## config.mk

```make
export PLATFORM = sky130hd
export DESIGN_NAME = pcm_downmix_linear_resampler_flat
export DESIGN_NICKNAME = d
export VERILOG_FILES = /design/src/rtl/pdlr_pkg.sv /design/src/rtl/pdlr_in_if.sv /design/src/rtl/pdlr_out_if.sv /design/src/rtl/pcm_downmix_linear_resampler.sv /design/src/rtl/pdlr_div.sv /design/src/rtl/pdlr_interp.sv /design/src/flat_wrapper.sv
export SDC_FILE = /design/constraint.sdc
export NUM_CORES = 2
export LEC_CHECK = 0
export BUFFER_PORTS_ARGS = -buffer_cell sky130_fd_sc_hd__buf_2
export CORE_MARGIN = 1.5
export CORE_UTILIZATION = 53
export CTS_BUF_LIST = sky130_fd_sc_hd__clkbuf_4
export CTS_CLUSTER_DIAMETER = 200
export CTS_CLUSTER_SIZE = 12
export DETAILED_ROUTE_END_ITERATION = 10
export PLACE_DENSITY = 0.72
export SETUP_SLACK_MARGIN = 0.02
export SLEW_MARGIN = 20
export SYNTH_ARGS = -nofsm -noshare
export SYNTH_HDL_FRONTEND = slang
export SYNTH_HIERARCHICAL = 1
export SYNTH_SLANG_ARGS = --single-unit
```

## constraint.sdc

```tcl
create_clock -name clk -period 7.68 [get_ports clk]
set_input_delay 1.152 -clock clk [delete_from_list [all_inputs] [get_ports clk]]
set_output_delay 1.152 -clock clk [all_outputs]
set_load 0.01 [all_outputs]
```

## src/rtl/pdlr_pkg.sv

```systemverilog
// Shared constants and widths for the downmix and linear resampler block.
package pdlr_pkg;

  localparam int SAMPLE_W     = 16;
  localparam int CHAN_W       = 4;
  localparam int STEP_W       = 29;
  localparam int MAX_CHANNELS = 8;
  localparam int FRAC_BITS    = 24;
  localparam int MAX_RESULTS  = 64;

  localparam int CNT_W      = $clog2(MAX_CHANNELS + 1);
  localparam int IDX_W      = $clog2(MAX_CHANNELS);
  localparam int SUM_W      = SAMPLE_W + $clog2(MAX_CHANNELS);
  localparam int PHASE_W    = STEP_W + 1;
  localparam int RES_W      = $clog2(MAX_RESULTS + 1);
  localparam int CFG_DATA_W = STEP_W;
  localparam int REG_IDX_W  = 2;
  localparam int DIV_CNT_W  = $clog2(SUM_W + 1);

  localparam logic [PHASE_W-1:0] PHASE_ONE = PHASE_W'(1) << FRAC_BITS;
  localparam logic [STEP_W-1:0]  STEP_ONE  = STEP_W'(1) << FRAC_BITS;

  localparam logic [REG_IDX_W-1:0] REG_CHANNEL_COUNT   = 2'd0;
  localparam logic [REG_IDX_W-1:0] REG_RESAMPLE_ENABLE = 2'd1;
  localparam logic [REG_IDX_W-1:0] REG_PHASE_STEP      = 2'd2;

endpackage

```

## src/rtl/pdlr_in_if.sv

```systemverilog
// Input channel: one interleaved PCM sample per item.
interface pdlr_in_if;
  logic                                  valid;
  logic                                  ready;
  logic signed [pdlr_pkg::SAMPLE_W-1:0] sample_in;
  logic                                  chunk_end;

  modport source (output valid, output sample_in, output chunk_end, input ready);
  modport sink   (input valid, input sample_in, input chunk_end, output ready);
endinterface

```

## src/rtl/pdlr_out_if.sv

```systemverilog
// Output channel: one mono sample at the destination rate per item.
interface pdlr_out_if;
  logic                                  valid;
  logic                                  ready;
  logic signed [pdlr_pkg::SAMPLE_W-1:0] sample_out;
  logic                                  last_of_run;

  modport source (output valid, output sample_out, output last_of_run, input ready);
  modport sink   (input valid, input sample_out, input last_of_run, output ready);
endinterface

```

## src/rtl/pcm_downmix_linear_resampler.sv

```systemverilog
// Top level: mono downmix, frame averaging and linear-interpolation resampler.
//
//   channel      dir   handshake      payload
//   in_stream    in    valid/ready    sample_in (s16), chunk_end
//   out_stream   out   valid/ready    sample_out (s16), last_of_run
//   wr_*         in    wr_en only     wr_index (2b), wr_data (29b)
//
// A non-closing sample leaves the input ready for the next one. A closing one holds the input
// through S_DIV in the bit-serial divider (load, then one quotient bit per cycle for 19 bits)
// and S_DISPATCH; pass-through adds the S_PASS hand-off. Each interpolated result goes through
// the loop test, the shared interpolation unit and the hand-off; S_FINISH then wraps phase.
// Synchronous active-high reset clears the frame, phase and priming state at once.
// A waiting result lets the next sample in; a stalled output holds the sequencer only
// when it has a further result to hand over.
module pcm_downmix_linear_resampler (
  input  logic                               clk,
  input  logic                               rst,
  pdlr_in_if.sink                            in_stream,
  pdlr_out_if.source                         out_stream,
  input  logic                               wr_en,
  input  logic [pdlr_pkg::REG_IDX_W-1:0]     wr_index,
  input  logic [pdlr_pkg::CFG_DATA_W-1:0]    wr_data
);

  typedef enum logic [2:0] {
    S_IDLE,
    S_DIV,
    S_DISPATCH,
    S_PASS,
    S_CHECK,
    S_INTERP,
    S_EMIT,
    S_FINISH
  } state_t;

  // configuration registers
  logic [pdlr_pkg::CHAN_W-1:0]          channel_count;
  logic                                 resample_enable;
  logic [pdlr_pkg::STEP_W-1:0]          phase_step;

  // block state
  state_t                               state;
  logic signed [pdlr_pkg::SUM_W-1:0]    frame_sum;
  logic [pdlr_pkg::IDX_W-1:0]           channel_index;
  logic signed [pdlr_pkg::SAMPLE_W-1:0] previous_mono;
  logic                                 primed;
  logic [pdlr_pkg::PHASE_W-1:0]         phase;
  logic signed [pdlr_pkg::SAMPLE_W-1:0] mono;
  logic [pdlr_pkg::RES_W-1:0]           n_count;

  logic                                 out_valid;
  logic signed [pdlr_pkg::SAMPLE_W-1:0] out_sample;
  logic                                 out_last;

  logic [pdlr_pkg::CNT_W-1:0]           eff_count;
  logic [pdlr_pkg::CNT_W-1:0]           idx_next;
  logic signed [pdlr_pkg::SUM_W-1:0]    sum_next;
  logic                                 frame_done;
  logic                                 in_accept;
  logic                                 out_free;
  logic                                 out_load;
  logic [pdlr_pkg::PHASE_W-1:0]         phase_adv;
  logic                                 loop_go;
  logic                                 emit_last;

  logic                                 div_start;
  logic                                 div_done;
  logic signed [pdlr_pkg::SAMPLE_W-1:0] div_q;
  logic                                 interp_start;
  logic                                 interp_done;
  logic signed [pdlr_pkg::SAMPLE_W-1:0] interp_value;

  // zero channels means one; clamp above the supported count
  always_comb begin
    if (channel_count == '0) begin
      eff_count = pdlr_pkg::CNT_W'(1);
    end else if (32'(channel_count) > pdlr_pkg::MAX_CHANNELS) begin
      eff_count = pdlr_pkg::CNT_W'(pdlr_pkg::MAX_CHANNELS);
    end else begin
      eff_count = pdlr_pkg::CNT_W'(channel_count);
    end
  end

  assign in_stream.ready = (state == S_IDLE);
  assign in_accept       = in_stream.valid && in_stream.ready;
  assign sum_next        = frame_sum + pdlr_pkg::SUM_W'(in_stream.sample_in);
  assign idx_next        = pdlr_pkg::CNT_W'(channel_index) + pdlr_pkg::CNT_W'(1);
  // a count lowered mid-frame closes the frame once the index reaches or passes it
  assign frame_done      = idx_next >= eff_count;
  assign div_start       = in_accept && frame_done;

  assign out_free        = !out_valid || out_stream.ready;
  // load the output register from pass-through or interpolation once it is free
  assign out_load        = out_free && ((state == S_PASS) || (state == S_EMIT));
  assign phase_adv       = phase + pdlr_pkg::PHASE_W'(phase_step);
  assign loop_go         = (phase < pdlr_pkg::PHASE_ONE) &&
                           (n_count < pdlr_pkg::RES_W'(pdlr_pkg::MAX_RESULTS));
  // the result is last when the next loop test would fail
  assign emit_last       = (phase_adv >= pdlr_pkg::PHASE_ONE) ||
                           (n_count == pdlr_pkg::RES_W'(pdlr_pkg::MAX_RESULTS - 1));
  assign interp_start    = (state == S_CHECK) && loop_go;

  assign out_stream.valid       = out_valid;
  assign out_stream.sample_out  = out_sample;
  assign out_stream.last_of_run = out_last;

  pdlr_div u_div (
    .clk      (clk),
    .rst      (rst),
    .start    (div_start),
    .dividend (sum_next),
    .divisor  (eff_count),
    .done     (div_done),
    .quotient (div_q)
  );

  pdlr_interp u_interp (
    .clk   (clk),
    .rst   (rst),
    .start (interp_start),
    .prev  (previous_mono),
    .next  (mono),
    .ph    (phase[pdlr_pkg::FRAC_BITS-1:0]),
    .done  (interp_done),
    .value (interp_value)
  );

  // configuration writes; indexes past the list are dropped
  always_ff @(posedge clk) begin
    if (rst) begin
      channel_count   <= pdlr_pkg::CHAN_W'(1);
      resample_enable <= 1'b0;
      phase_step      <= pdlr_pkg::STEP_ONE;
    end else if (wr_en) begin
      case (wr_index)
        pdlr_pkg::REG_CHANNEL_COUNT:   channel_count   <= wr_data[pdlr_pkg::CHAN_W-1:0];
        pdlr_pkg::REG_RESAMPLE_ENABLE: resample_enable <= wr_data[0];
        pdlr_pkg::REG_PHASE_STEP:      phase_step      <= wr_data[pdlr_pkg::STEP_W-1:0];
        default: ;
      endcase
    end
  end

  // sequencer, block state and output register
  always_ff @(posedge clk) begin
    if (rst) begin
      state         <= S_IDLE;
      frame_sum     <= '0;
      channel_index <= '0;
      previous_mono <= '0;
      primed        <= 1'b0;
      phase         <= '0;
      out_valid     <= 1'b0;
    end else begin
      // hold a stalled result, drop it once taken
      out_valid <= out_load || (out_valid && !out_stream.ready);
      case (state)
        S_IDLE: begin
          if (in_accept) begin
            // a frame closed by the chunk-end sample is kept; a partial one is dropped
            if (frame_done || in_stream.chunk_end) begin
              frame_sum     <= '0;
              channel_index <= '0;
            end else begin
              frame_sum     <= sum_next;
              channel_index <= idx_next[pdlr_pkg::IDX_W-1:0];
            end
            if (frame_done) begin
              state <= S_DIV;
            end
          end
        end
        S_DIV: begin
          if (div_done) begin
            mono  <= div_q;
            state <= S_DISPATCH;
          end
        end
        S_DISPATCH: begin
          n_count <= '0;
          if (!resample_enable) begin
            state <= S_PASS;
          end else if (!primed) begin
            // first mono sample only seeds the interpolator
            primed        <= 1'b1;
            previous_mono <= mono;
            state         <= S_IDLE;
          end else begin
            state <= S_CHECK;
          end
        end
        S_PASS: begin
          if (out_free) begin
            out_sample <= mono;
            out_last   <= 1'b1;
            state      <= S_IDLE;
          end
        end
        S_CHECK: begin
          state <= loop_go ? S_INTERP : S_FINISH;
        end
        S_INTERP: begin
          if (interp_done) begin
            state <= S_EMIT;
          end
        end
        S_EMIT: begin
          if (out_free) begin
            out_sample <= interp_value;
            out_last   <= emit_last;
            phase      <= phase_adv;
            n_count    <= n_count + pdlr_pkg::RES_W'(1);
            state      <= emit_last ? S_FINISH : S_CHECK;
          end
        end
        S_FINISH: begin
          // take one sample period off; a run cut by the result cap restarts at zero
          phase         <= (phase >= pdlr_pkg::PHASE_ONE) ? (phase - pdlr_pkg::PHASE_ONE) : '0;
          previous_mono <= mono;
          state         <= S_IDLE;
        end
        default: begin
          state <= S_IDLE;
        end
      endcase
    end
  end

endmodule

```

## src/rtl/pdlr_div.sv

```systemverilog
// Bit-serial restoring divider: frame sum by channel count, truncated toward zero.
module pdlr_div (
  input  logic                                 clk,
  input  logic                                 rst,
  input  logic                                 start,
  input  logic signed [pdlr_pkg::SUM_W-1:0]    dividend,
  input  logic [pdlr_pkg::CNT_W-1:0]           divisor,
  output logic                                 done,
  output logic signed [pdlr_pkg::SAMPLE_W-1:0] quotient
);

  logic                            busy;
  logic                            neg;
  logic [pdlr_pkg::SUM_W-1:0]      quo;
  logic [pdlr_pkg::CNT_W-1:0]      rem;
  logic [pdlr_pkg::CNT_W-1:0]      dvs;
  logic [pdlr_pkg::DIV_CNT_W-1:0]  cnt;
  logic [pdlr_pkg::CNT_W:0]        rem_shift;
  logic                            fits;
  logic [pdlr_pkg::CNT_W:0]        rem_sub;
  logic [pdlr_pkg::SUM_W-1:0]      quo_signed;
  logic                            last_bit;

  assign rem_shift  = {rem, quo[pdlr_pkg::SUM_W-1]};
  assign fits       = rem_shift >= {1'b0, dvs};
  assign rem_sub    = rem_shift - {1'b0, dvs};
  assign quo_signed = neg ? (~quo + pdlr_pkg::SUM_W'(1)) : quo;
  assign quotient   = quo_signed[pdlr_pkg::SAMPLE_W-1:0];
  assign last_bit   = busy && !start &&
                      (cnt == pdlr_pkg::DIV_CNT_W'(pdlr_pkg::SUM_W - 1));

  always_ff @(posedge clk) begin
    if (rst) begin
      busy <= 1'b0;
      done <= 1'b0;
    end else begin
      done <= last_bit;
      if (start) begin
        // load the magnitude and keep the sign aside
        busy <= 1'b1;
        neg  <= dividend[pdlr_pkg::SUM_W-1];
        quo  <= dividend[pdlr_pkg::SUM_W-1] ? (~dividend + pdlr_pkg::SUM_W'(1)) : dividend;
        rem  <= '0;
        dvs  <= divisor;
        cnt  <= '0;
      end else if (busy) begin
        rem <= fits ? rem_sub[pdlr_pkg::CNT_W-1:0] : rem_shift[pdlr_pkg::CNT_W-1:0];
        quo <= {quo[pdlr_pkg::SUM_W-2:0], fits};
        cnt <= cnt + pdlr_pkg::DIV_CNT_W'(1);
        if (last_bit) begin
          busy <= 1'b0;
        end
      end
    end
  end

endmodule

```

## src/rtl/pdlr_interp.sv

```systemverilog
// Shared interpolation unit: prev + (next - prev) * phase, rounded half away from zero.
module pdlr_interp (
  input  logic                                  clk,
  input  logic                                  rst,
  input  logic                                  start,
  input  logic signed [pdlr_pkg::SAMPLE_W-1:0]  prev,
  input  logic signed [pdlr_pkg::SAMPLE_W-1:0]  next,
  input  logic [pdlr_pkg::FRAC_BITS-1:0]        ph,
  output logic                                  done,
  output logic signed [pdlr_pkg::SAMPLE_W-1:0]  value
);

  localparam int DIFF_W = pdlr_pkg::SAMPLE_W + 1;
  localparam int PROD_W = DIFF_W + pdlr_pkg::FRAC_BITS + 1;
  localparam int N_W    = PROD_W + 1;
  localparam logic [N_W-1:0] HALF = N_W'(1) << (pdlr_pkg::FRAC_BITS - 1);

  logic [3:0]                            stg;
  logic signed [DIFF_W-1:0]              diff;
  logic [pdlr_pkg::FRAC_BITS-1:0]        ph_r;
  logic signed [pdlr_pkg::SAMPLE_W-1:0]  prev_r;
  logic signed [PROD_W-1:0]              prod;
  logic signed [N_W-1:0]                 acc;
  logic                                  neg;
  logic [N_W-1:0]                        rmag;
  logic [N_W-1:0]                        shifted;
  logic [N_W-1:0]                        rounded;

  assign shifted = rmag >> pdlr_pkg::FRAC_BITS;
  assign rounded = neg ? (~shifted + N_W'(1)) : shifted;

  always_ff @(posedge clk) begin
    if (rst) begin
      stg  <= '0;
      done <= 1'b0;
    end else begin
      stg  <= {stg[2:0], start};
      done <= stg[3];
    end
  end

  always_ff @(posedge clk) begin
    if (start) begin
      diff   <= DIFF_W'(next) - DIFF_W'(prev);
      ph_r   <= ph;
      prev_r <= prev;
    end
    if (stg[0]) begin
      prod <= diff * $signed({1'b0, ph_r});
    end
    if (stg[1]) begin
      acc <= (N_W'(prev_r) <<< pdlr_pkg::FRAC_BITS) + N_W'(prod);
    end
    if (stg[2]) begin
      // round on the magnitude so halves move away from zero
      neg  <= acc[N_W-1];
      rmag <= (acc[N_W-1] ? (~acc + N_W'(1)) : acc) + HALF;
    end
    if (stg[3]) begin
      value <= rounded[pdlr_pkg::SAMPLE_W-1:0];
    end
  end

endmodule

```

## src/flat_wrapper.sv

```systemverilog
// flat-port wrapper written by rule: the top's interface ports become plain ports
module pcm_downmix_linear_resampler_flat 
  (clk, rst, wr_en, wr_index, wr_data, in_stream_valid, in_stream_sample_in, in_stream_chunk_end, in_stream_ready, out_stream_valid, out_stream_sample_out, out_stream_last_of_run, out_stream_ready);
  pdlr_in_if in_stream_i ();
  pdlr_out_if out_stream_i ();
  input  logic clk;
  input  logic rst;
  input  logic wr_en;
  input  logic [pdlr_pkg::REG_IDX_W-1:0] wr_index;
  input  logic [pdlr_pkg::CFG_DATA_W-1:0] wr_data;
  input wire logic [$bits(in_stream_i.valid)-1:0] in_stream_valid;
  input wire logic [$bits(in_stream_i.sample_in)-1:0] in_stream_sample_in;
  input wire logic [$bits(in_stream_i.chunk_end)-1:0] in_stream_chunk_end;
  output wire logic [$bits(in_stream_i.ready)-1:0] in_stream_ready;
  output wire logic [$bits(out_stream_i.valid)-1:0] out_stream_valid;
  output wire logic [$bits(out_stream_i.sample_out)-1:0] out_stream_sample_out;
  output wire logic [$bits(out_stream_i.last_of_run)-1:0] out_stream_last_of_run;
  input wire logic [$bits(out_stream_i.ready)-1:0] out_stream_ready;
  assign in_stream_i.valid = in_stream_valid;
  assign in_stream_i.sample_in = in_stream_sample_in;
  assign in_stream_i.chunk_end = in_stream_chunk_end;
  assign in_stream_ready = in_stream_i.ready;
  assign out_stream_valid = out_stream_i.valid;
  assign out_stream_sample_out = out_stream_i.sample_out;
  assign out_stream_last_of_run = out_stream_i.last_of_run;
  assign out_stream_i.ready = out_stream_ready;
  pcm_downmix_linear_resampler u_core (.clk(clk), .rst(rst), .in_stream(in_stream_i), .out_stream(out_stream_i), .wr_en(wr_en), .wr_index(wr_index), .wr_data(wr_data));
endmodule
```

==> flow_summary.toml <==
[run_status]
status = "complete, no violations"

[critical_path]
crit_type = "flop to flop"
critical_path_buf_inv_count = 5
slowest_stage = "edfxtp_1"
worst_path_largest_cell_delay_ns = 0.96
cp-end-kind = "flop"
crit_fanout = 24
startpoint_type = "flop"
crit_family = "adder cells"
critical_path_arrival_ns = 7.69
cp_common_cell = "fa_1"
crit_chain = "nand2_1, fa_1, inv_1, fa_1, inv_1, fa_1, inv_1, fa_1, fa_1, inv_1, fa_1, inv_1, ha_1, a211oi_1, a32o_1, nor4_1, o21ai_1, a2111oi_2, nor2_1, o21ai_1, or4b_1, nand3_1"
crit_required_ns = 8.16

[global_route]
grt_remaining_overflow = 0
grt_max_degree = 94
antenna_found_initial = 1
grt_pass1_wl_mm = 116.7
grt_use_total_pct = 23.41
grt_pass1_vias = 22681

[logic_synthesis]
syn_avg_cell_area_um2 = 9.830
syn-num-nets = 3891
yosysUniqueCellTypes = 96
syn-cell-area_um2 = 32070
async_flop_share_pct = 0
yosys_warnings = 6
synthesis.instances = 3263
ys_seq_elements = 360
synth_seq_area_share_pct = 30.15
synth-main-ff-cell = "edfxtp_1"
synth_edf_count = 246

[detailed_routing]
drt_iter0_drc = 1294
routed_wl_mm = 71.33
vias_per_cell = 5.571
via_count = 22763
drtAntennaViolNets = 0
drcViolationCount = 0
firstDrtPassIters = 5
wl_per_cell_um = 17.46

[clock_tree]
cts_resized = 0
clk_pin_slew_ns = 0.18
hold_buffers = 0
cts_made_buffers = 35
clock_path_buffers = 3
cts.sinks = 360
post_cts_buffers = 0
cts_root_buf = "clkbuf_4"
cts_tree = "built"
clk_latency_ns = 0.79
h-tree-depth = 2

[final_layout]
design_area_um2 = 33670
area_delta_synth_final_pct = 4.989
num-nets-final = 3914
drive_above_1_share_pct = 7.369
n_fill_cell = 5331

[sta]
maxSlewHeadroom_pct = 31.85
final.setup_skew_ns = 0.07287
slew_violations = 0
tightest_slew_ns = 1.020
rsz0062_at_grt = "no"
post-route-min-period_ns = 7.208
worst_slack_ns = 0.4716
period_share_pct = 93.86
hold_viol_final = 0
holdWs_ns = 0.4127
fin_setup_tns_ns = 0
setup_viol = 0
max_freq_mhz = 138.7

[power]
power_density_nw_per_um2 = 108.2
p_sw_share_pct = 26.77
p_seq_share_pct = 60.6
p_int_mw = 2.667
switchingPower_uw = 975.0
clkPwrFrac_pct = 27.3
combPwrFrac_pct = 12.1
peakVddDrop_v = 0.0001351
p_total_mw = 3.642
p_leak_nw = 14.99

[placed_design]
pre_cts_slack_ns = 0.4518
place_congestion = 0.8979
port-buffer-count = 71
hpwl_mm = 55.11
postPlaceCellArea_um2 = 33200

[die]
chipWidth_um = 249.0
dieArea_um2 = 62000
rows = 89
start_util_pct = 53.94
ios = 72
die_h_um = 249.0
coreArea_um2 = 59460

[flow_run]
drv_cap = 0

[worst_hold_path]
min_path_type = "flop to flop"
stage by stage:
step,util [%],cells
global placement,55.84,4022
detailed placement,55.84,4022
global route,56.63,4085
finish,56.63,4086
floorplan,-,3263
CTS,56.62,4084
kinds of logic (layout without fill, tap and decap cells):
kind of cell             after synthesis  after routing  synth area share, %
AND/OR/NAND/NOR                     1043           1043                16.24
XOR/XNOR                             171            171                4.693
AO/OA/AOI/OAI                        490            490                10.34
adder cells (fa/ha/maj)              575            575                30.25
multiplexers                          43             43                1.404
buffers and inverters                581            629                6.932
other                                  0              2                    0
flip-flops                           360            360                30.15
final timing paths:
check,startpoint,end,slack (ns),cells past startpoint
hold reg to reg,u_core/u_interp/prod[15],u_core/u_interp/acc[15],0.41,0
hold / removal,u_core/u_interp/prod[15],u_core/u_interp/acc[15],0.41,0
setup reg to reg,u_core/u_interp/diff[6],u_core/u_interp/prod[39],0.47,22
setup / recovery,u_core/u_interp/diff[6],u_core/u_interp/prod[39],0.47,22
state kept, by name (all words and copies together) (netlist names), 5 cells and up:
| name | flops |
|---|---|
| u_core/phase_step | 29 |
| u_core/u_interp/diff | 17 |
| u_core/mono | 16 |
| u_core/previous_mono | 16 |
| u_core/u_interp/ph_r | 24 |
| u_core/out_stream.sample_out | 16 |
| u_core/phase | 30 |
| u_core/u_interp/rmag | 16 |
| u_core/u_div/quo | 19 |
| u_core/u_div/cnt | 5 |
| u_core/u_interp/acc | 41 |
| u_core/u_interp/prev_r | 16 |
| u_core/u_interp/value | 16 |
| u_core/u_interp/prod | 42 |
| u_core/frame_sum | 19 |
| u_core/n_count | 7 |
layout make-up:
type / instances / area [um2] / share of cell area, %
diodes: 2 / 5.005 / 0.01486
clock inverters: 3 / 18.77 / 0.05573
well taps: 773 / 967.2 / 2.872
clock buffers: 59 / 442.9 / 1.315
multi-input cells: 2322 / 20210 / 60.02
inverters: 460 / 1730 / 5.139
flip-flops and latches: 360 / 9672 / 28.72
repair buffers: 107 / 628.1 / 1.865
power groups by stage:
stage	Clock, mW	Combinational [mW]	Sequential (mW)
2_1_floorplan	0	0.349	2.23
3_3_place_gp	0	0.433	2.25
3_5_place_dp	0	0.440	2.25
4_1_cts	1.03	0.441	2.21
5_1_grt	1.11	0.501	2.22
6_report	0.994	0.441	2.21
synth_stat cells (48+ instances only):
cell      number  area share, %
xnor2_1      121            3.3
nand2_1      361            4.2
clkbuf_1     103            1.2
xor2_1        49            1.3
and2_1       194            3.8
nor2_1       207            2.4
fa_1         334             21
nand3_1       48           0.75
dfxtp_1      114            7.1
edfxtp_1     246             23
ha_1         241            9.4
a21oi_1      132            2.1
inv_1        458            5.4
o21ai_0       72            1.1
layer usage:
metal  global-route usage [%]  part of all wire [%]
met5                        0                     0
met4                    8.396                   3.3
met3                    3.563                   5.5
met2                    39.06                    48
met1                    31.04                    43
cells in the final DEF, fill, tap and decap left out, types with 22 or more instances in the layout:
cell type | netlist | layout
a21oi_1 | 132 | 132
nand3_1 | 48 | 48
mux2i_1 | 27 | 27
ha_1 | 241 | 241
xnor2_1 | 121 | 121
and2_1 | 194 | 194
nor2b_1 | 32 | 31
clkbuf_4 | 0 | 59
dfxtp_1 | 114 | 112
buf_4 | 1 | 37
a21o_1 | 47 | 47
o21ai_0 | 72 | 72
nand2b_1 | 24 | 24
xor2_1 | 49 | 49
o31ai_1 | 27 | 27
edfxtp_1 | 246 | 246
nor2_1 | 207 | 205
a211oi_1 | 22 | 22
or3_1 | 23 | 23
inv_1 | 458 | 458
nor3_1 | 43 | 41
buf_2 | 3 | 70
fa_1 | 334 | 334
nand2_1 | 361 | 361
a22oi_1 | 44 | 44
(Power assumes the default switching activity.)
